`config.mk`:
```
export PLATFORM = sky130hd
export DESIGN_NAME = humidity_sensor_frame_check_convert_top_flat
export DESIGN_NICKNAME = d
export VERILOG_FILES = /design/src/design/hsfc_pkg.sv /design/src/design/hsfc_in_if.sv /design/src/design/hsfc_out_if.sv /design/src/design/hsfc_crc.sv /design/src/design/hsfc_mac.sv /design/src/design/humidity_sensor_frame_check_convert_top.sv /design/src/flat_wrapper.sv
export SDC_FILE = /design/constraint.sdc
export NUM_CORES = 2
export LEC_CHECK = 0
export ABC_AREA = 1
export BUFFER_PORTS_ARGS = -buffer_cell sky130_fd_sc_hd__buf_2
export CAP_MARGIN = 20
export CORE_MARGIN = 1.5
export CORE_UTILIZATION = 25
export CTS_CLUSTER_SIZE = 40
export DETAILED_ROUTE_END_ITERATION = 10
export PLACE_DENSITY_LB_ADDON = 0.25
export SETUP_SLACK_MARGIN = 0.1
export SLEW_MARGIN = 40
export SYNTH_ARGS = -nofsm -noshare
export SYNTH_HDL_FRONTEND = slang
export SYNTH_HIERARCHICAL = 1
export SYNTH_SLANG_ARGS = --single-unit
```
`constraint.sdc`:
```
create_clock -name i_clk -period 7.4 [get_ports i_clk]
set_clock_uncertainty 0.15 [all_clocks]
set_input_delay 0 -clock i_clk [delete_from_list [all_inputs] [get_ports i_clk]]
set_output_delay 0 -clock i_clk [all_outputs]
set_load 0.03 [all_outputs]
```
`src/design/hsfc_pkg.sv`:
```
// ----------------------------------------------------------------------------
// hsfc_pkg - shared types and constants for the sensor frame check/convert
// Frame kind codes, CRC commands, Q24 conversion coefficients and the
// micro-program of the shared multiply-accumulate unit.
// ----------------------------------------------------------------------------
package hsfc_pkg;

    // Frame kinds
    localparam logic [1:0] ACT_TEMP   = 2'd0;
    localparam logic [1:0] ACT_HUM    = 2'd1;
    localparam logic [1:0] ACT_STATUS = 2'd2;

    // Command bytes that lead the CRC stream
    localparam logic [7:0] CMD_TEMP   = 8'h03;
    localparam logic [7:0] CMD_HUM    = 8'h05;
    localparam logic [7:0] CMD_STATUS = 8'h07;

    localparam logic [7:0] CRC_POLY     = 8'h31;
    localparam logic [7:0] SEED_MASK    = 8'hF0;
    localparam logic [7:0] STATUS_ERROR = 8'd254;

    localparam int ACC_W  = 48;
    localparam int COEF_W = 32;
    localparam int OPB_W  = 18;
    localparam int FRAC_W = 24;

    // Accumulator start values in Q24 hundredths
    localparam logic signed [ACC_W-1:0] ACC_INIT_TEMP = -48'sd67276636160;
    localparam logic signed [ACC_W-1:0] ACC_INIT_HUM  = -48'sd4526157333;

    // Micro-program step numbers
    localparam logic [2:0] STEP_HUM_FIRST = 3'd0;
    localparam logic [2:0] STEP_HUM_LAST  = 3'd5;
    localparam logic [2:0] STEP_CELSIUS   = 3'd6;
    localparam logic [2:0] STEP_FAHRENH   = 3'd7;

    typedef struct packed {
        logic                     a_tmp;   // take operand a from the temporary
        logic signed [COEF_W-1:0] coef;    // operand a when not the temporary
        logic                     b_t;     // operand b is comp temperature, else raw
        logic                     to_tmp;  // write product to temporary, else add to acc
    } t_mac_op;

    function automatic t_mac_op hsfc_op(input logic [2:0] step);
        t_mac_op op;
        op = '{a_tmp: 1'b0, coef: '0, b_t: 1'b0, to_tmp: 1'b0};
        unique case (step)
            3'd0: begin op.coef = -32'sd2677;     op.to_tmp = 1'b1; end
            3'd1: begin op.a_tmp = 1'b1; end
            // linear gain and the correction term in x folded together
            3'd2: begin op.coef = 32'sd52834809; end
            3'd3: begin op.coef = 32'sd167772;    op.b_t = 1'b1; end
            3'd4: begin op.coef = 32'sd1342;      op.b_t = 1'b1; op.to_tmp = 1'b1; end
            3'd5: begin op.a_tmp = 1'b1; end
            3'd6: begin op.coef = 32'sd16777216; end
            3'd7: begin op.coef = 32'sd30198989; end
            default: begin op.coef = '0; end
        endcase
        return op;
    endfunction

    function automatic logic [7:0] flip8(input logic [7:0] v);
        logic [7:0] r;
        for (int i = 0; i < 8; i++) begin
            r[i] = v[7-i];
        end
        return r;
    endfunction

endpackage

```
`src/design/hsfc_in_if.sv`:
```
// ----------------------------------------------------------------------------
// hsfc_in_if - frame input channel
// Valid/ready handshake carrying one received sensor frame.
// ----------------------------------------------------------------------------
interface hsfc_in_if;
    logic        valid;
    logic        ready;
    logic [1:0]  action;
    logic [15:0] raw_value;
    logic [7:0]  crc_received;
    logic        check_enable;
    logic [13:0] comp_temp_raw;

    modport source (output valid, action, raw_value, crc_received, check_enable,
                    comp_temp_raw, input ready);
    modport sink (input valid, action, raw_value, crc_received, check_enable,
                  comp_temp_raw, output ready);
endinterface

```
`src/design/hsfc_out_if.sv`:
```
// ----------------------------------------------------------------------------
// hsfc_out_if - result output channel
// Valid/ready handshake carrying one converted value and its check flag.
// ----------------------------------------------------------------------------
interface hsfc_out_if;
    logic               valid;
    logic               ready;
    logic signed [15:0] value;
    logic               checksum_ok;

    modport source (output valid, value, checksum_ok, input ready);
    modport sink (input valid, value, checksum_ok, output ready);
endinterface

```
`src/design/hsfc_crc.sv`:
```
// ----------------------------------------------------------------------------
// hsfc_crc - bit-serial CRC-8, polynomial 0x31, MSB first
// Loads a seed, then folds in one stream bit per enabled cycle.
// ----------------------------------------------------------------------------
module hsfc_crc
    import hsfc_pkg::*;
(
    input  logic       i_clk,
    input  logic       i_load,
    input  logic [7:0] i_seed,
    input  logic       i_shift,
    input  logic       i_bit,
    output logic [7:0] o_crc
);

    logic [7:0] r_crc;
    logic [7:0] n_crc;

    always_comb begin
        n_crc = r_crc;
        if (i_load) begin
            n_crc = i_seed;
        end else if (i_shift) begin
            n_crc = {r_crc[6:0], 1'b0} ^ ((i_bit != r_crc[7]) ? CRC_POLY : 8'h00);
        end
    end

    always_ff @(posedge i_clk) begin
        r_crc <= n_crc;
    end

    assign o_crc = r_crc;

endmodule

```
`src/design/hsfc_mac.sv`:
```
// ----------------------------------------------------------------------------
// hsfc_mac - shared multiply-accumulate unit
// One 32x18 signed multiply per issue, registered, then written back to the
// temporary or added into the 48-bit Q24 accumulator on the next cycle.
// ----------------------------------------------------------------------------
module hsfc_mac
    import hsfc_pkg::*;
(
    input  logic                    i_clk,
    input  logic                    i_rst_n,
    input  logic                    i_init,
    input  logic signed [ACC_W-1:0] i_init_val,
    input  logic                    i_issue,
    input  t_mac_op                 i_op,
    input  logic [15:0]             i_x,
    input  logic [13:0]             i_t,
    output logic signed [ACC_W-1:0] o_acc
);

    logic signed [COEF_W-1:0]       opa;
    logic signed [OPB_W-1:0]        opb;
    logic signed [COEF_W+OPB_W-1:0] prod_full;

    logic signed [ACC_W-1:0]  r_prod;
    logic                     r_wb;
    logic                     r_wb_tmp;
    logic signed [COEF_W-1:0] r_tmp;
    logic signed [ACC_W-1:0]  r_acc;

    assign opa       = i_op.a_tmp ? r_tmp : i_op.coef;
    assign opb       = i_op.b_t ? $signed({4'b0000, i_t}) : $signed({2'b00, i_x});
    assign prod_full = opa * opb;

    always_ff @(posedge i_clk) begin
        if (!i_rst_n) begin
            r_wb <= 1'b0;
        end else begin
            r_wb <= i_issue;
        end
    end

    always_ff @(posedge i_clk) begin
        if (i_issue) begin
            // every product stays well inside 48 bits
            r_prod   <= prod_full[ACC_W-1:0];
            r_wb_tmp <= i_op.to_tmp;
        end
        if (i_init) begin
            r_acc <= i_init_val;
        end else if (r_wb) begin
            if (r_wb_tmp) begin
                r_tmp <= r_prod[COEF_W-1:0];
            end else begin
                r_acc <= r_acc + r_prod;
            end
        end
    end

    assign o_acc = r_acc;

endmodule

```
`src/design/humidity_sensor_frame_check_convert_top.sv`:
```
// ----------------------------------------------------------------------------
// humidity_sensor_frame_check_convert_top - sensor frame check and convert
// Verifies the CRC-8 of a received temperature, humidity or status frame
// and converts the raw word to hundredths of a degree or of %RH.
// ----------------------------------------------------------------------------
// Usage:
//   i_in carries one frame per valid/ready transaction; o_out returns exactly
//   one result per frame, in order. i_cfg_we/i_cfg_wdata set the temperature
//   unit (0 Celsius, 1 Fahrenheit); write it only while the block is idle.
// Timing:
//   A frame runs the serial CRC one bit a cycle (24 bits, 16 for status;
//   skipped when the check is off), then the shared multiplier, an issue
//   phase and a write-back phase per micro-step (six steps for humidity,
//   one for temperature), then S_DONE loads the result into the output
//   register once it is free. i_in.ready is high only while no frame is in
//   progress, so a new frame is taken only after the last has left S_DONE.
// Reset and stall:
//   Reset clears the CRC seed, the unit register and all handshakes.
//   A result waits in the output register while o_out.ready is low; the
//   next frame is accepted meanwhile but its result holds until that slot
//   frees.
// ----------------------------------------------------------------------------
module humidity_sensor_frame_check_convert_top
    import hsfc_pkg::*;
(
    input  logic i_clk,
    input  logic i_rst_n,
    hsfc_in_if.sink    i_in,
    hsfc_out_if.source o_out,
    input  logic i_cfg_we,
    input  logic i_cfg_wdata
);

    typedef enum logic [3:0] {
        S_IDLE = 4'b0001,
        S_CRC  = 4'b0010,
        S_MATH = 4'b0100,
        S_DONE = 4'b1000
    } t_state;

    t_state r_state;
    t_state n_state;

    logic        r_temp_unit;
    logic [7:0]  r_crc_seed;
    logic [1:0]  r_action;
    logic [15:0] r_raw;
    logic [7:0]  r_rx;
    logic        r_check;
    logic [13:0] r_t;
    logic [23:0] r_bits;
    logic [4:0]  r_bit_cnt;
    logic [2:0]  r_step;
    logic [2:0]  r_last;
    logic        r_phase;

    logic               r_out_valid;
    logic signed [15:0] r_out_value;
    logic               r_out_ok;

    logic                    accept;
    logic                    conv_frame;
    logic                    status_check;
    logic [7:0]              status_seed;
    logic [7:0]              crc_val;
    logic                    crc_match;
    logic                    mac_issue;
    logic signed [ACC_W-1:0] acc;
    logic signed [ACC_W-1:0] init_val;
    logic signed [23:0]      q_int;
    logic signed [15:0]      conv_value;
    logic                    out_free;
    logic signed [15:0]      res_value;
    logic                    res_ok;

    assign accept       = i_in.valid && i_in.ready;
    assign i_in.ready   = (r_state == S_IDLE);
    assign conv_frame   = (i_in.action == ACT_TEMP) || (i_in.action == ACT_HUM);
    assign status_check = (i_in.action == ACT_STATUS) && i_in.check_enable;
    assign status_seed  = flip8(i_in.raw_value[7:0]) & SEED_MASK;
    assign init_val     = (i_in.action == ACT_HUM) ? ACC_INIT_HUM : ACC_INIT_TEMP;
    assign mac_issue    = (r_state == S_MATH) && !r_phase;
    assign out_free     = !r_out_valid || o_out.ready;

    hsfc_crc u_crc (
        .i_clk   (i_clk),
        .i_load  (accept),
        .i_seed  (status_check ? status_seed : r_crc_seed),
        .i_shift (r_state == S_CRC),
        .i_bit   (r_bits[23]),
        .o_crc   (crc_val)
    );

    hsfc_mac u_mac (
        .i_clk      (i_clk),
        .i_rst_n    (i_rst_n),
        .i_init     (accept),
        .i_init_val (init_val),
        .i_issue    (mac_issue),
        .i_op       (hsfc_op(r_step)),
        .i_x        (r_raw),
        .i_t        (r_t),
        .o_acc      (acc)
    );

    // drop the Q24 fraction (floor), then saturate to 16 bits
    assign q_int = acc[ACC_W-1:FRAC_W];
    always_comb begin
        if (q_int > 24'sd32767) begin
            conv_value = 16'sh7FFF;
        end else if (q_int < -24'sd32768) begin
            conv_value = -16'sh8000;
        end else begin
            conv_value = q_int[15:0];
        end
    end

    assign crc_match = (flip8(crc_val) == r_rx);

    always_comb begin
        res_value = '0;
        res_ok    = 1'b0;
        case (r_action) inside
            ACT_TEMP, ACT_HUM: begin
                res_value = conv_value;
                res_ok    = !r_check || crc_match;
            end
            ACT_STATUS: begin
                res_ok    = !r_check || crc_match;
                res_value = res_ok ? $signed({8'h00, r_raw[7:0]})
                                   : $signed({8'h00, STATUS_ERROR});
            end
            default: begin
                res_value = '0;
                res_ok    = 1'b0;
            end
        endcase
    end

    always_comb begin
        n_state = r_state;
        unique case (r_state)
            S_IDLE: begin
                if (accept) begin
                    if (i_in.check_enable && (conv_frame || i_in.action == ACT_STATUS)) begin
                        n_state = S_CRC;
                    end else if (conv_frame) begin
                        n_state = S_MATH;
                    end else begin
                        n_state = S_DONE;
                    end
                end
            end
            S_CRC: begin
                if (r_bit_cnt == 5'd1) begin
                    n_state = (r_action == ACT_STATUS) ? S_DONE : S_MATH;
                end
            end
            S_MATH: begin
                if (r_phase && r_step == r_last) begin
                    n_state = S_DONE;
                end
            end
            S_DONE: begin
                if (out_free) begin
                    n_state = S_IDLE;
                end
            end
            default: n_state = S_IDLE;
        endcase
    end

    always_ff @(posedge i_clk) begin
        if (!i_rst_n) begin
            r_state     <= S_IDLE;
            r_temp_unit <= 1'b0;
            r_crc_seed  <= '0;
            r_out_valid <= 1'b0;
            r_phase     <= 1'b0;
        end else begin
            r_state <= n_state;
            if (i_cfg_we) begin
                r_temp_unit <= i_cfg_wdata;
            end
            if (accept && status_check) begin
                r_crc_seed <= status_seed;
            end
            if (accept) begin
                r_phase <= 1'b0;
            end else if (r_state == S_MATH) begin
                r_phase <= !r_phase;
            end
            if (r_state == S_DONE && out_free) begin
                r_out_valid <= 1'b1;
            end else if (o_out.ready) begin
                r_out_valid <= 1'b0;
            end
        end
    end

    always_ff @(posedge i_clk) begin
        if (accept) begin
            r_action <= i_in.action;
            r_raw    <= i_in.raw_value;
            r_rx     <= i_in.crc_received;
            r_check  <= i_in.check_enable;
            r_t      <= i_in.comp_temp_raw;
            case (i_in.action)
                ACT_TEMP: begin
                    r_bits    <= {CMD_TEMP, i_in.raw_value};
                    r_bit_cnt <= 5'd24;
                end
                ACT_HUM: begin
                    r_bits    <= {CMD_HUM, i_in.raw_value};
                    r_bit_cnt <= 5'd24;
                end
                default: begin
                    r_bits    <= {CMD_STATUS, i_in.raw_value[7:0], 8'h00};
                    r_bit_cnt <= 5'd16;
                end
            endcase
            if (i_in.action == ACT_HUM) begin
                r_step <= STEP_HUM_FIRST;
                r_last <= STEP_HUM_LAST;
            end else begin
                r_step <= r_temp_unit ? STEP_FAHRENH : STEP_CELSIUS;
                r_last <= r_temp_unit ? STEP_FAHRENH : STEP_CELSIUS;
            end
        end else begin
            if (r_state == S_CRC) begin
                r_bits    <= {r_bits[22:0], 1'b0};
                r_bit_cnt <= r_bit_cnt - 5'd1;
            end
            // advance once the write-back of the current step is done
            if (r_state == S_MATH && r_phase && r_step != r_last) begin
                r_step <= r_step + 3'd1;
            end
        end
        if (r_state == S_DONE && out_free) begin
            r_out_value <= res_value;
            r_out_ok    <= res_ok;
        end
    end

    assign o_out.valid       = r_out_valid;
    assign o_out.value       = r_out_value;
    assign o_out.checksum_ok = r_out_ok;

endmodule

```
`src/flat_wrapper.sv`:
```
// flat-port wrapper written by rule: the top's interface ports become plain ports
module humidity_sensor_frame_check_convert_top_flat import hsfc_pkg::*;
  (i_clk, i_rst_n, i_cfg_we, i_cfg_wdata, i_in_valid, i_in_action, i_in_raw_value, i_in_crc_received, i_in_check_enable, i_in_comp_temp_raw, i_in_ready, o_out_valid, o_out_value, o_out_checksum_ok, o_out_ready);
  hsfc_in_if i_in_i ();
  hsfc_out_if o_out_i ();
  input  logic i_clk;
  input  logic i_rst_n;
  input  logic i_cfg_we;
  input  logic i_cfg_wdata;
  input wire logic [$bits(i_in_i.valid)-1:0] i_in_valid;
  input wire logic [$bits(i_in_i.action)-1:0] i_in_action;
  input wire logic [$bits(i_in_i.raw_value)-1:0] i_in_raw_value;
  input wire logic [$bits(i_in_i.crc_received)-1:0] i_in_crc_received;
  input wire logic [$bits(i_in_i.check_enable)-1:0] i_in_check_enable;
  input wire logic [$bits(i_in_i.comp_temp_raw)-1:0] i_in_comp_temp_raw;
  output wire logic [$bits(i_in_i.ready)-1:0] i_in_ready;
  output wire logic [$bits(o_out_i.valid)-1:0] o_out_valid;
  output wire logic [$bits(o_out_i.value)-1:0] o_out_value;
  output wire logic [$bits(o_out_i.checksum_ok)-1:0] o_out_checksum_ok;
  input wire logic [$bits(o_out_i.ready)-1:0] o_out_ready;
  assign i_in_i.valid = i_in_valid;
  assign i_in_i.action = i_in_action;
  assign i_in_i.raw_value = i_in_raw_value;
  assign i_in_i.crc_received = i_in_crc_received;
  assign i_in_i.check_enable = i_in_check_enable;
  assign i_in_i.comp_temp_raw = i_in_comp_temp_raw;
  assign i_in_ready = i_in_i.ready;
  assign o_out_valid = o_out_i.valid;
  assign o_out_value = o_out_i.value;
  assign o_out_checksum_ok = o_out_i.checksum_ok;
  assign o_out_i.ready = o_out_ready;
  humidity_sensor_frame_check_convert_top u_core (.i_clk(i_clk), .i_rst_n(i_rst_n), .i_in(i_in_i), .o_out(o_out_i), .i_cfg_we(i_cfg_we), .i_cfg_wdata(i_cfg_wdata));
endmodule
```
==> flow_metrics.py <==
metrics = {
    "status": {
        "status": "finished clean",
    },
    "drt": {
        "ant_nets": 0,
        "drt-pass1-iter-count": 6,
        "wl_per_cell_um": 17.6,
        "drt_wl_total_mm": 113,
        "vias_per_cell": 4.31,
        "num_vias": 27700,
        "first_iter_violations": 2099,
        "drc_errors": 0,
    },
    "logic_synthesis": {
        "synth_edf_count": 229,
        "synth_area_per_cell_um2": 7.77,
        "synth.top_cell.area_share": 0.293,
        "ys_types": 54,
        "synth-seq-area-share": 0.215,
        "synth-seq-cells": 241,
        "synth_area_leaders": "fa_1 (29%), edfxtp_1 (21%), nand2_1 (14%), inv_1 (12%), ha_1 (6.4%)",
        "synth_common_cells": "nand2_1 (1199), inv_1 (1059), fa_1 (485)",
        "syn_inst": 4260,
        "netlist_area_um2": 33100,
        "ys_warn_count": 6,
        "synthFlopType": "edfxtp_1",
        "async_flop_share": 0,
        "yosysTopAreaCell": "fa_1",
        "yosysMostFrequentCell": "nand2_1",
    },
    "global_routing": {
        "grt_pass1_vias": 27500,
        "grt_max_degree": 51,
        "grt_pass1_wl_mm": 168,
        "grt.overflow.total": 0,
        "antenna_found_initial": 4,
        "grt.total_usage": 0.162,
    },
    "cts": {
        "cts-root-buf": "clkbuf_16",
        "clk_pin_slew_worst_paths_ns": 0.06,
        "clock-sinks": 241,
        "htreeDepth": 1,
        "max-clock-path-buffers": 3,
        "worstSkewPairLatency_ns": 0.60,
        "cts_tree": "yes",
        "cts_buffers": 31,
    },
    "timing": {
        "setup_viol": 0,
        "report.final.slew_viol_count": 0,
        "setup_tns_ns": 0,
        "timing.fmax_ghz": 0.139,
        "hold_viol": 0,
        "setup_slack_ns": 0.186,
        "relSlewSlack": 0.470,
        "period_share": 0.975,
        "tightest_slew_ns": 0.795,
        "rsz0062_at_grt": "true",
        "min_period_ns": 7.21,
    },
    "setup_path": {
        "r2r_slack_ns": 0.19,
        "worst_setup_path_start_kind": "register",
        "critPathMaxStageDelay_ns": 0.54,
        "end_kind": "register",
        "crit_family": "adder cells",
        "worstSetupEndpoint": "u_core/u_mac/r_prod[35]$_DFFE_PP_",
        "cp_num_cells": 31,
        "crit_required_ns": 7.56,
        "r2r_cells": 31,
        "r2r_end": "u_core/u_mac/r_prod[35]$_DFFE_PP_",
        "startpoint": "u_core/r_step[1]$_DFFE_PP_",
        "cp_data_arrival_time_ns": 7.38,
        "reg2reg_from": "u_core/r_step[1]$_DFFE_PP_",
        "crit_fanout": 8,
        "cpMostUsedCell": "fa_1",
        "path_buf_inv": 12,
        "worst_path_max_delay_cell": "fa_1",
        "crit_type": "register to register",
    },
    "placement": {
        "pre_cts_ws_ns": -0.253,
        "dp_hpwl_mm": 92.3,
        "gp_congestion": 0.924,
        "port_buffers": 65,
    },
    "run": {
        "cap_violations": 0,
    },
    "cells_and_area": {
        "area_delta_synth_final_pct": 21.2,
        "fill_cells": 14300,
        "drive_gt1_frac": 0.133,
        "nets": 5356,
    },
    "floorplan": {
        "start_util": 0.252,
        "rows": 133,
        "dieArea_um2": 135000,
        "die_h_um": 367,
        "core-area_um2": 131000,
        "ioPinCount": 66,
        "die_w_um": 367,
    },
    "hold_path": {
        "hold_class": "primary input to register",
    },
}
==> area by class of cell <==
cell class	count	area (um^2)	share of cell area
antenna	1	2.50	0.0000624
clock buffer	39	836	0.0208
clock inverter	19	238	0.00592
inverter	1082	4120	0.103
multi-input combinational	2885	22100	0.551
sequential	241	7120	0.177
tap	1755	2200	0.0547
timing repair buffer	414	3530	0.0880
==> flip-flops by register name, indices dropped and copies added (netlist names) <==
name	count
u_core/u_mac/r_prod	48
u_core/r_rx	8
u_core/r_bit_cnt	5
u_core/r_step	3
u_core/r_temp_unit	1
u_core/r_action	2
u_core/r_last	2
u_core/r_state	4
u_core/u_mac/r_wb_tmp	1
u_core/o_out.checksum_ok	1
u_core/o_out.value	16
u_core/r_bits	24
u_core/r_t	14
u_core/u_crc/o_crc	8
u_core/o_out.valid	1
u_core/u_mac/r_wb	1
u_core/r_crc_seed	4
u_core/r_phase	1
u_core/r_check	1
u_core/u_mac/o_acc	48
u_core/r_raw	16
u_core/u_mac/r_tmp	32
==> cell usage in the layout, fill, tap and decap left out, types with 12 or more instances in the layout <==
master         count
dlygate4sd3_1     70
buf_6             14
nand3_1          139
fa_1             483
nor2_2            31
o21ai_0           71
dfxtp_1           12
conb_1            34
nand2_2           25
nand3b_1          12
inv_2             22
buf_2             65
xnor2_1           26
nand2_1         1180
a21oi_1           77
nand4_1           32
clkbuf_16         39
buf_12            16
nor2_1           397
o21ai_1           17
ha_1             152
inv_1           1041
edfxtp_1         229
nor2_4            15
xor2_1            26
o21ai_2           27
buf_4            238
a21oi_2           21
or2_2             18
==> kinds of logic (layout without fill, tap and decap cells) <==
| family | Yosys count | in the layout | share of synthesized area |
|---|---|---|---|
| AO/OA/AOI/OAI | 252 | 253 | 0.0440 |
| XOR/XNOR | 52 | 52 | 0.0138 |
| adder cells (fa/ha/maj) | 654 | 654 | 0.357 |
| buffers and inverters | 1167 | 1554 | 0.139 |
| flip-flops | 241 | 241 | 0.215 |
| multiplexers | 1 | 1 | 0.000302 |
| other | 2 | 35 | 0.000227 |
| AND/OR/NAND/NOR | 1891 | 1891 | 0.231 |
==> how the worst min path moves through the flow <==
stage,from,to,slack (ns),cells after the start
floorplan,i_rst_n,u_core/r_state[0]$_SDFFE_PN1P_,-0.07,1
global placement,i_in_comp_temp_raw[10],u_core/r_t[10]$_DFFE_PP_,0.03,1
detailed placement,i_in_comp_temp_raw[10],u_core/r_t[10]$_DFFE_PP_,0.03,1
CTS,i_in_comp_temp_raw[9],u_core/r_t[9]$_DFFE_PP_,0.0005,2
global route,i_in_comp_temp_raw[8],u_core/r_t[8]$_DFFE_PP_,0.009,2
finish,i_in_comp_temp_raw[8],u_core/r_t[8]$_DFFE_PP_,0.03,2
==> per-stage QoR <==
stage	utilization	instance area [um^2]	instances	hold WS, ns
6_report	0.305	40100	6436	0.0311
3_5_place_dp	0.282	37100	6256	0.0282
2_1_floorplan	-	33200	4292	-0.0658
4_1_cts	0.297	39000	6388	0.000541
3_3_place_gp	0.282	37100	6256	0.0272
5_1_grt	0.305	40100	6435	0.00899
==> per-layer routing <==
metal	track usage	share of wire	vias to the layer above
met2	0.269	0.46	683
met4	0.0364	0.027	0
met3	0.0134	0.045	103
li1	-	-	13400
met5	0	0	-
met1	0.228	0.47	13500
==> repair_timing <==
item	in CTS	in global routing
cloned	0	11
gates resized for setup	19	190
hold endpoints to repair	104	1
endpoints found under the setup margin	30	34
hold buffers	69	1
buffers inserted	5	35
pin swaps	0	13
Power is left out: the tool's default activity adds up to more than one toggle a clock period on the data nets, which glitch-free logic cannot reach.
